$ cat config.mk
export PLATFORM = sky130hd
export DESIGN_NAME = mofp_sum3
export DESIGN_NICKNAME = d
export VERILOG_FILES = /design/src/hw/rtl/mofp_sum3.sv
export SDC_FILE = /design/constraint.sdc
export NUM_CORES = 1
export LEC_CHECK = 0
export CAP_MARGIN = 20
export CORE_ASPECT_RATIO = 1.75
export CORE_MARGIN = 2
export CORE_UTILIZATION = 30
export DETAILED_ROUTE_END_ITERATION = 6
export DONT_BUFFER_PORTS = 1
export SETUP_SLACK_MARGIN = 0.05
export SLEW_MARGIN = 20
export SYNTH_ARGS = -nofsm -noshare
export SYNTH_HDL_FRONTEND = slang
export SYNTH_SLANG_ARGS = --single-unit
$ cat constraint.sdc
create_clock -name vclk -period 3.59
set_clock_uncertainty 0.05 [all_clocks]
set_input_delay 0.5385 -clock vclk [all_inputs]
set_output_delay 0.5385 -clock vclk [all_outputs]
set_load 0.02 [all_outputs]
$ cat src/hw/rtl/mofp_sum3.sv
// ----------------------------------------------------------------------------
// mofp_sum3
// Exact three-term sum with saturation to the value width.
// ----------------------------------------------------------------------------
module mofp_sum3 #(
    parameter int VALUE_WIDTH = 32
) (
    input  logic signed [VALUE_WIDTH-1:0] a,
    input  logic signed [VALUE_WIDTH-1:0] b,
    input  logic signed [VALUE_WIDTH-1:0] c,
    output logic signed [VALUE_WIDTH-1:0] s
);
    localparam int SW = VALUE_WIDTH + 2;

    logic signed [SW-1:0] full;

    assign full = SW'(a) + SW'(b) + SW'(c);

    // Saturate when the top bits disagree with the sign.
    always_comb begin
        if (full > SW'((SW'(1) <<< (VALUE_WIDTH - 1)) - SW'(1))) begin
            s = {1'b0, {(VALUE_WIDTH-1){1'b1}}};
        end else if (full < -(SW'(1) <<< (VALUE_WIDTH - 1))) begin
            s = {1'b1, {(VALUE_WIDTH-1){1'b0}}};
        end else begin
            s = full[VALUE_WIDTH-1:0];
        end
    end
endmodule

# == After elaboration in Yosys (flattened, before gate mapping) ==
# Index checks and enable logic that the tools add are counted.
# Widths: inputs -> output; s select.
# classes
n_reduce_logical,0
add_sub_neg,2
magnitude_cmp,2
bitwise_logic,0
mul,0
muxes,2
n_eq_ne,0
shift,0
div,0
# ops
op,count
$mux 32,2
$add 33x32->34,1
$gt 34x32->1 const B,1
$lt 34x32->1 const B,1
$add 32x32->33,1
# totals
mem_bits_ro,0
memories,0
output_inout_bits,32
mem_bits_rw,0
regBits,0
in_bits,96
latch_bits,0
word_cells,6

# == Logic depth before layout (Yosys ltp) ==
# logic_depth
depth_word,5
ltp_mapped,17
mapped_depth_nobuf,16

# == Least setup slack after synthesis ==
# OpenSTA, ideal clock, no wires.
# synth_path
path_type,input -> output
from,in a[1]
to,out s[29]
t_arrival_ps,3681
required_time_ps,3002
n_path_buf,1
path_slack_ps,-679
stages,17
cell_sequence,inv_1 > fa_1 > inv_1 > ha_1 > inv_1 > fa_1 > nand2b_1 > a21o_1 > a31oi_1 > o211ai_1 > nand4_1 > a41oi_1 > xor2_1 > nand2_1 > o21ai_2 > buf_6 > o31ai_1
# synth_via
elab_chain_cells,5
elab_cells_between_ends,6
classes_between,add/sub: 2; order compare: 2; mux: 2
# synth_rtl
item,line,rtl
start: declaration,8,"input logic signed [VALUE_WIDTH-1:0] a,"
$add 32x32->33 (*),17,assign full = SW'(a) + SW'(b) + SW'(c);
$add 33x32->34 (*),17,
$lt 34x32->1,23,end else if (full < -(SW'(1) <<< (VALUE_WIDTH - 1))) begin
$mux 32,23,
$mux 32 (*),21,if (full > SW'((SW'(1) <<< (VALUE_WIDTH - 1)) - SW'(1))) begin
end: declaration,11,output logic signed [VALUE_WIDTH-1:0] s
# Every way passes the cells marked *; elsewhere a longest branch is shown, timed or not.

# == Worst setup path after layout ==
# layout_path
from,in a[2]
to,out s[30]
# The elaborated chain is that of the path after synthesis.

==> flow_summary_export.csv <==
group,metric,value,unit
worst_setup_path,critPathBufInv,3,
status,outcome,"finished with violations",
grt,grt_pass1_wl,12680,um
timing,fmax,235.7,MHz
layout,num-nets-final,559,
hold_path,hold_class,"primary input to primary output",
timing,final_max_slew_viol_count,0,
synth,synth_cells,309,
grt,globalRoute.busiestLayer,"met2",
pwr,total_leakage_power,0.001677,uW
synth,synthTopCellsByCount,"a21oi_1, fa_1, ha_1, o21ai_0",
placement,hpwl,6943,um
layout,drive_above_1_share,0.3965,
layout,seq_cell_count,0,
synth,synth_cell_types,44,
layout,clkbuf_count,0,
floorplan,die_y,127.1,um
timing,tightest_slew,0.3743,ns
grt,use_met1,0.1629,
grt,track_usage,0.1656,
worst_setup_path,crit_required,3.00,ns
synth,synthTopCellsByArea,"fa_1, ha_1, a21oi_1, o21ai_2, xor2_1",
synth,postSynthAreaPerCell,8.410,um2
timing,setup_slack,-0.6524,ns
worst_setup_path,cp_common_cell,"o21ai_4",
worst_setup_path,critPathKind,"primary input to primary output",
status,violations,"setup timing",
pwr,ir_worst_vdd,0.0002801,V
worst_setup_path,end_kind,"primary output",
pwr,total_power,2356,uW
detailed_routing,dr.pass1.iters,4,
detailed_routing,drc,0,
grt,grt_use_met3,0.003943,
floorplan,die_area,9452,um2
worst_setup_path,cp_max_fo,11,
synth,synth.top_cell.area_share,0.2542,
floorplan,io_pins,128,
floorplan,fp-row-count,45,
timing,setup_viol,32,
placement,dp_cells,503,
detailed_routing,drt-total-wl,7833,um
placement,portBuffers,0,
detailed_routing,vias,2690,
detailed_routing,drt-initial-drc-count,57,
grt,grt_util_met2,0.3577,
synth,syn_area,2599,um2
timing,tns,-18.40,ns
synth,synth-warning-count,0,
timing,min_period_over_period,1.182,
worst_setup_path,crit_family,"compound AO/OA/AOI/OAI gates",
layout,final_cells,513,
timing,rsz0062_at_grt,"true",
synth,ys_seq_area_frac,0,
floorplan,core_area,8558,um2
synth,synth.net_count,470,
grt,overflow,0,
layout,ff_latch_area,0,um2
synth,yosysMostFrequentCell,"a21oi_1",
floorplan,fp.dieW,74.36,um
timing,relSlewSlack,0.7486,
detailed_routing,avgViaCountPerCell,5.244,
worst_setup_path,arrival,3.65,ns
layout,syn_to_final_growth,53.92,%
grt,grt_pass1_vias,2907,
synth,yosysTopAreaCell,"fa_1",
floorplan,initial_core_util,0.3037,
pwr,p_per_area,588.9,nW/um2
worst_setup_path,crit_path_max_incr_delay,0.59,ns
worst_setup_path,crit_path_cell_trace,"fa_2 -> ha_4 -> a211oi_4 -> o211ai_1 -> a211o_1 -> a311oi_2 -> buf_4 -> o21ai_4 -> o21ai_2 -> and2b_1 -> xnor2_2 -> o21ai_4 -> buf_12 -> buf_16 -> o31ai_4",
grt,antenna_found_initial,0,
worst_setup_path,start_kind,"primary input",
flow_run,maxCapViolCount,0,
detailed_routing,drtAntennaViolNets,0,
layout,insertedDiodeCount,0,
placement,gp_congestion,0.8710,
grt,grt_start_max_net_pins,13,
detailed_routing,routedWlPerCell,15.27,um
timing,hold_viol_final,0,
timing,period_needed,4.242,ns
clock_tree,cts.hold.buffers_added,0,
worst_setup_path,crit_slowest_cell,"fa_2",
power by group:
group          internal (uW)  switching (uW)  total, uW
logic                   1050            1310       2360
registers                  0               0          0
clock network              0               0          0
repair_timing:
item	in CTS	in global routing
pin swaps	18	14
setup endpoints to repair	32	32
buffers inserted	8	5
gates resized for setup	23	13
gates cloned	1	0
tightest hold or removal path, stage by stage:
cell     delay (ns)
fa_1           0.13
inv_1          0.06
a21oi_4        0.22
metal layers:
metal,up-vias,part of all wire
met5,-,0
met4,0,0.024
met3,14,0.029
met2,80,0.60
met1,1292,0.34
li1,1304,-
final timing paths:
check             startpoint     to  cells after the start
setup / recovery        a[2]  s[30]                     15
hold / removal          c[0]   s[0]                      3
logic make-up (layout without fill, tap and decap cells):
kind of cell,Yosys count,count (layout),share of synthesized area
simple gates,61,61,0.1180
buf+inv,28,115,0.05248
xor+xnor,26,26,0.08763
fa+ha+maj,65,65,0.4083
compound gates,129,129,0.3337
metrics by stage:
stage	instance area [um2]	util	worst slack (ns)	hold slack (ns)
after floorplan	2977	-	-0.3953	1.395
after global placement	3727	0.4355	-0.6687	1.416
after detailed placement	3727	0.4355	-0.7739	1.411
after CTS	3938	0.4601	-0.6498	1.436
after global routing	4000	0.4674	-0.7736	1.461
final	4000	0.4674	-0.6524	1.432
final cells by class:
class                           instances  area, um2
Fill cell                             825       4558
Inverter                               17      71.32
Timing Repair Buffer                   98      840.8
Multi-Input combinational cell        281       2942
Tap cell                              117      146.4
placed cells by master, fill, tap and decap left out, types with 3 or more instances in the layout:
cell,synthesis,routed
buf_12,0,4
o21bai_1,5,5
o21a_1,6,6
xor2_1,14,14
o31ai_4,0,3
nor3_1,3,3
ha_4,0,5
nand4_1,4,4
a211oi_1,5,4
xnor2_1,12,11
fa_1,33,31
buf_4,0,88
o21ai_0,20,10
a21o_1,10,10
ha_1,32,27
o21ai_4,1,28
a21oi_4,0,3
nor2b_1,4,4
inv_1,17,12
a31oi_1,5,4
nand3_1,3,3
nand2_1,17,17
o211ai_1,8,8
a21oi_1,36,32
buf_6,4,4
a211o_1,3,3
inv_2,0,4
and3_1,4,4
nor2_1,13,13
Note: power is estimated with default switching activity, not from simulation.
