## config.mk

```make
export PLATFORM = sky130hd
export DESIGN_NAME = mofp_fmul
export DESIGN_NICKNAME = d
export VERILOG_FILES = /design/src/hw/rtl/mofp_fmul.sv
export SDC_FILE = /design/constraint.sdc
export NUM_CORES = 2
export LEC_CHECK = 0
export BUFFER_PORTS_ARGS = -buffer_cell sky130_fd_sc_hd__buf_2
export CORE_MARGIN = 3
export CORE_UTILIZATION = 25
export DETAILED_ROUTE_END_ITERATION = 8
export PLACE_DENSITY = 0.43
export SETUP_SLACK_MARGIN = 0.02
export SLEW_MARGIN = 20
export SYNTH_ARGS = -nofsm -noshare
export SYNTH_HDL_FRONTEND = slang
export SYNTH_SLANG_ARGS = --single-unit
export TNS_END_PERCENT = 30
```

## constraint.sdc

```tcl
create_clock -name aclk -period 25.7 [get_ports aclk]
set_input_delay 2.57 -clock aclk [delete_from_list [all_inputs] [get_ports aclk]]
set_output_delay 2.57 -clock aclk [all_outputs]
set_load 0.1 [all_outputs]
```

## src/hw/rtl/mofp_fmul.sv

```systemverilog
// ----------------------------------------------------------------------------
// mofp_fmul
// Registered fixed-point multiply: round half up, shift by the fraction
// width and saturate to the value width.
// ----------------------------------------------------------------------------
module mofp_fmul #(
    parameter int FRAC_BITS   = 16,
    parameter int VALUE_WIDTH = 32
) (
    input  logic                          aclk,
    input  logic                          en,
    input  logic signed [VALUE_WIDTH-1:0] a,
    input  logic signed [VALUE_WIDTH-1:0] b,
    output logic signed [VALUE_WIDTH-1:0] p
);
    localparam int PW = 2 * VALUE_WIDTH + 1;

    logic signed [PW-1:0] prod_reg;
    logic signed [PW-1:0] prod_next;
    logic signed [PW-1:0] shifted;
    logic signed [PW-1:0] maxv;
    logic signed [PW-1:0] minv;

    // Multiply stage.
    assign prod_next = PW'(a * b);

    always_ff @(posedge aclk) begin
        if (en) begin
            prod_reg <= prod_next;
        end
    end

    // Round, shift and saturate.
    assign shifted = (prod_reg + (PW'(1) <<< (FRAC_BITS - 1))) >>> FRAC_BITS;
    assign maxv = (PW'(1) <<< (VALUE_WIDTH - 1)) - PW'(1);
    assign minv = -(PW'(1) <<< (VALUE_WIDTH - 1));

    always_comb begin
        if (shifted > maxv) begin
            p = maxv[VALUE_WIDTH-1:0];
        end else if (shifted < minv) begin
            p = minv[VALUE_WIDTH-1:0];
        end else begin
            p = shifted[VALUE_WIDTH-1:0];
        end
    end
endmodule

```

Word level (Yosys, flattened, before mapping) --
Cells that the tools add are included.
Cells by class: eq/ne operators 0, bitwise logic cells 0, reductions and logical operators 0, shift operators 0, divide/modulo/power cells 0, $lt $le $gt $ge 2, mux-type cells 2, $mul 1, $add $sub $neg 1
Operators with widths (count):
- adder 65 x 17 -> 65 bit (second input constant) | 1
- multiplier 32 x 32 -> 64 bit | 1
- two-way mux 32 bit | 2
- > comparator 49 x 32 -> 1 bit (second input constant) | 1
- less-than comparator 49 x 32 -> 1 bit (second input constant) | 1
Word-level totals: input port bits 66, bits in writable memories 0, logic and storage cells 7, register bits after elaboration 65, bits in latches 0, memory bits (read-only) 0, memories 0

Depth between registers and ports, before layout --
depth in word-level cells 4, gate-level depth with buffers 28, mapped depth without buffers 27

Worst setup path before layout --
No wires, ideal clock.
path kind in2reg, start point input a[31], end point register prod_reg[62], data pin, slack 15.597 ns, path buffers 2, data required time 25.443 ns, cell stages on the path 28, data arrival time 9.845 ns, cell sequence clkbuf_1 -> nand2_1 -> inv_1 -> fa_1 -> inv_1 -> fa_1 -> inv_1 -> fa_1 -> fa_1 -> inv_1 -> fa_1 -> inv_1 -> fa_1 -> inv_1 -> fa_1 -> inv_1 -> fa_1 -> ha_1 -> clkbuf_1 -> and4_1 -> and2_1 -> and4_1 -> o21ai_0 -> a31oi_1 -> a211o_1 -> or2_0 -> o22a_1 -> xor2_1
Between the ends: word-level cells in the longest chain between the ends 1
RTL lines:
- from (decl) | RTL line 12 | input logic signed [VALUE_WIDTH-1:0] a,
- multiplier 32 x 32 -> 64 bit | RTL line 25 | assign prod_next = PW'(a * b);
- net prod_next[62] | RTL line 19 | logic signed [PW-1:0] prod_next;
- to (signal assigned) | RTL line 29 | prod_reg <= prod_next;
- to (decl) | RTL line 18 | logic signed [PW-1:0] prod_reg;
The timed path passes the listed nets, and every way through them passes these cells. A chain may end at the register's enable or synchronous reset.

Final worst setup path --
start point input a[18], end point register prod_reg[48], data pin
Same word-level chain as after synthesis.

==> flow_metrics.py <==
metrics = {
    "synthesis": {
        "synth.avg_cell_area_um2": 9.48,
        "synth_adder_area_share_pct": 61.4,
        "synthesized_area_fraction_occupied_by_ao_oa_aoi_and_oai_cells_pct": 3.90,
        "synth_simple_gate_area_share_pct": 16.8,
        "synthesis.instances": 4107,
        "yosysMostFrequentCell": "sky130_fd_sc_hd__fa_1",
        "synth_top_family_by_area": "adder cells",
        "synth.cells.most_frequent": "sky130_fd_sc_hd__fa_1 (1081), sky130_fd_sc_hd__inv_1 (990), sky130_fd_sc_hd__nand2_1 (539)",
        "synthMuxAreaShare_pct": 0.112,
        "post_synth_instance_area_um2": 38900,
        "yosysSeqAreaShare_pct": 3.78,
        "synthArstFlopShare_pct": 0,
        "synthXorXnorAreaFrac_pct": 2.18,
        "synth_nets": 5435,
        "yosysTopAreaCell": "sky130_fd_sc_hd__fa_1",
        "top_post_synthesis_cells_by_area": "sky130_fd_sc_hd__fa_1 (56%), sky130_fd_sc_hd__inv_1 (9.5%), sky130_fd_sc_hd__and2_1 (8.3%)",
        "synth_flop_cell": "sky130_fd_sc_hd__edfxtp_1",
        "synthDistinctLibCells": 74,
        "ys.warnings.count": 0,
        "synth_top_area_share_pct": 55.6,
        "synth.ff_latch_count": 49,
        "synth_enable_flop_cells": 49,
    },
    "global_route": {
        "grt_start_max_net_pins": 50,
        "grt-ovfl-total": 0,
        "number_of_antenna_violations_at_the_first_check_in_global_routing": 12,
        "grtUsageTotal_pct": 15.5,
        "first_global_vias": 30600,
        "first_pass_grt_wire_length_um": 191000,
    },
    "setup_path": {
        "crit_cells": 23,
        "worst_setup_path_startpoint": "a[18]",
        "cp_cell_sequence": "buf_2, nand2_1, fa_1, fa_1, fa_1, fa_1, inv_1, fa_1, fa_1, fa_1, inv_1, fa_1, inv_1, ha_1, and3_1, and4_1, nand4_1, a221oi_1, o21ai_0, nand3_1, a221oi_1, o31ai_1, xor2_1",
        "path_max_fanout": 32,
        "critical_path.n_buffers_inverters": 4,
        "worst_path_required_ns": 25.76,
        "largest_delay_share_family_worst_path": "adder cells",
        "critical_path_most_common_cell": "sky130_fd_sc_hd__fa_1",
        "crit_path_start_kind": "input pin",
        "end_kind": "register",
        "critPathMaxStageDelay_ns": 0.93,
        "crit_arrival_ns": 11.42,
        "setup.worst_path.class": "input pin to register",
        "critical_path_s_slowest_cell": "sky130_fd_sc_hd__a221oi_1",
    },
    "placed_design": {
        "placed_cells": 6074,
        "port-buffer-count": 97,
        "final_wtd_congestion": 0.819,
        "pre_cts_ws_ns": 13.84,
        "detailedPlacementHpwl_um": 95900,
    },
    "detailed_routing": {
        "drt_iter0_drc": 1386,
        "route.vias.total": 26600,
        "detail_route.first_pass.iterations": 5,
        "detail_route.wirelength_um": 120000,
        "number_of_nets_with_antenna_violations_after_routing": 0,
        "drt_drc_violations_left": 0,
        "drt-wirelength-per-cell_um": 19.7,
        "avgViaCountPerCell": 4.36,
    },
    "finish": {
        "area.growth.synth_to_final_pct": 6.82,
        "largest_register_ff_count": 49,
        "finish.utilization_pct": 26.9,
        "final-instance-count-excl-fill": 6090,
        "final_layout_size_suffix_gt1_share_pct": 4.95,
        "fin_nets": 5365,
    },
    "sta": {
        "worst_slew_pin_slew_ns": 1.15,
        "finalWorstSetupSlack_ns": 14.34,
        "drv_slew": 0,
        "timing.setup.tns_ns": 0,
        "hold_viol": 0,
        "worst_max_slew_margin_expressed_relative_to_the_limit_pct": 23.4,
        "layout_worst_path_cycle_share_pct": 44.2,
        "rsz0062_at_grt": "false",
        "setup-violations-final": 0,
        "max_freq_mhz": 88.0,
        "min_period_ns": 11.36,
    },
    "clock_tree": {
        "cts.root.buffer_cell": "sky130_fd_sc_hd__clkbuf_16",
        "cts_inserted_buffers": 5,
        "clock_tree_from_tritoncts": "built",
        "path_clk_slew_ns": 0.08,
        "maximum_buffer_depth_of_the_clock_tree": 2,
        "ctsHtreeMaxLevel": 2,
        "holdBufCountCts": 0,
        "post_cts.resized_instances": 0,
        "cts_num_sinks": 49,
        "post-cts-setup-buffer-count": 0,
    },
    "floorplan": {
        "io-pin-count": 98,
        "die_w_um": 401,
        "die_y_um": 401,
        "effective_utilization_at_floorplan_pct": 25.2,
        "core_area_um2": 154000,
        "die_area_um2": 160000,
        "placement_rows": 144,
    },
    "flow_run": {
        "max_cap_violations": 0,
    },
    "outcome": {
        "status": "complete, no violations",
    },
    "worst_hold_path": {
        "min_path_type": "input pin to register",
        "whs_path_depth": 2,
        "hold_start": "en",
    },
}
layer usage:
layer | routed length, um | track usage (%) | part of all wire [%] | vias to the layer above
met4 | 1750 | 1.94 | 1.5 | 0
met2 | 59800 | 27.6 | 50 | 407
met1 | 55000 | 21.0 | 46 | 14400
li1 | - | - | - | 11700
met5 | 0 | 0 | 0 | -
met3 | 3630 | 1.33 | 3.0 | 78
kinds of logic (layout without fill, tap and decap cells):
family	Yosys count	in the layout
AND/OR/NAND/NOR	1265	1265
adder cells (fa/ha/maj)	1262	1262
buffers and inverters	1209	1140
AO/OA/AOI/OAI	221	221
XOR/XNOR	97	97
flip-flops	49	49
multiplexers	4	4
other	0	8
per-stage QoR:
stage | instance area (um^2) | hold WS [ns]
after global placement | 41400 | 3.25
after CTS | 41600 | 2.92
after global routing | 41600 | 2.93
after floorplan | 38900 | 2.68
after detailed placement | 41400 | 3.26
final | 41600 | 2.89
path summary, 6_finish.rpt:
check             slack [ns]           end
setup / recovery       14.34  prod_reg[48]
hold / removal          2.89  prod_reg[63]
placed cells by master (no fill, tap or decap), types with 22 or more instances in the layout:
cell type / n
sky130_fd_sc_hd__inv_1: 990
sky130_fd_sc_hd__nor2_1: 39
sky130_fd_sc_hd__nand3_1: 27
sky130_fd_sc_hd__o21ai_2: 22
sky130_fd_sc_hd__nand2_1: 539
sky130_fd_sc_hd__o21ai_0: 42
sky130_fd_sc_hd__xnor2_1: 62
sky130_fd_sc_hd__buf_4: 45
sky130_fd_sc_hd__fa_1: 1081
sky130_fd_sc_hd__a21oi_1: 65
sky130_fd_sc_hd__edfxtp_1: 49
sky130_fd_sc_hd__nand4_1: 27
sky130_fd_sc_hd__buf_2: 97
sky130_fd_sc_hd__and3_1: 22
sky130_fd_sc_hd__xor2_1: 35
sky130_fd_sc_hd__ha_1: 181
sky130_fd_sc_hd__and2_1: 519
sky130_fd_sc_hd__nor2b_1: 31
final cells by class:
cell class	count	area, um^2
clock buffers	5	125
multi-input cells	2849	32800
diodes	8	20.0
repair buffers	142	823
well taps	2044	2560
inverters	990	3720
flip-flops and latches	49	1470
clock inverters	3	21.3
fillers	16600	113000
Power is left out: the tool's default activity adds up to more than one toggle a clock period on the data nets, which glitch-free logic cannot reach.
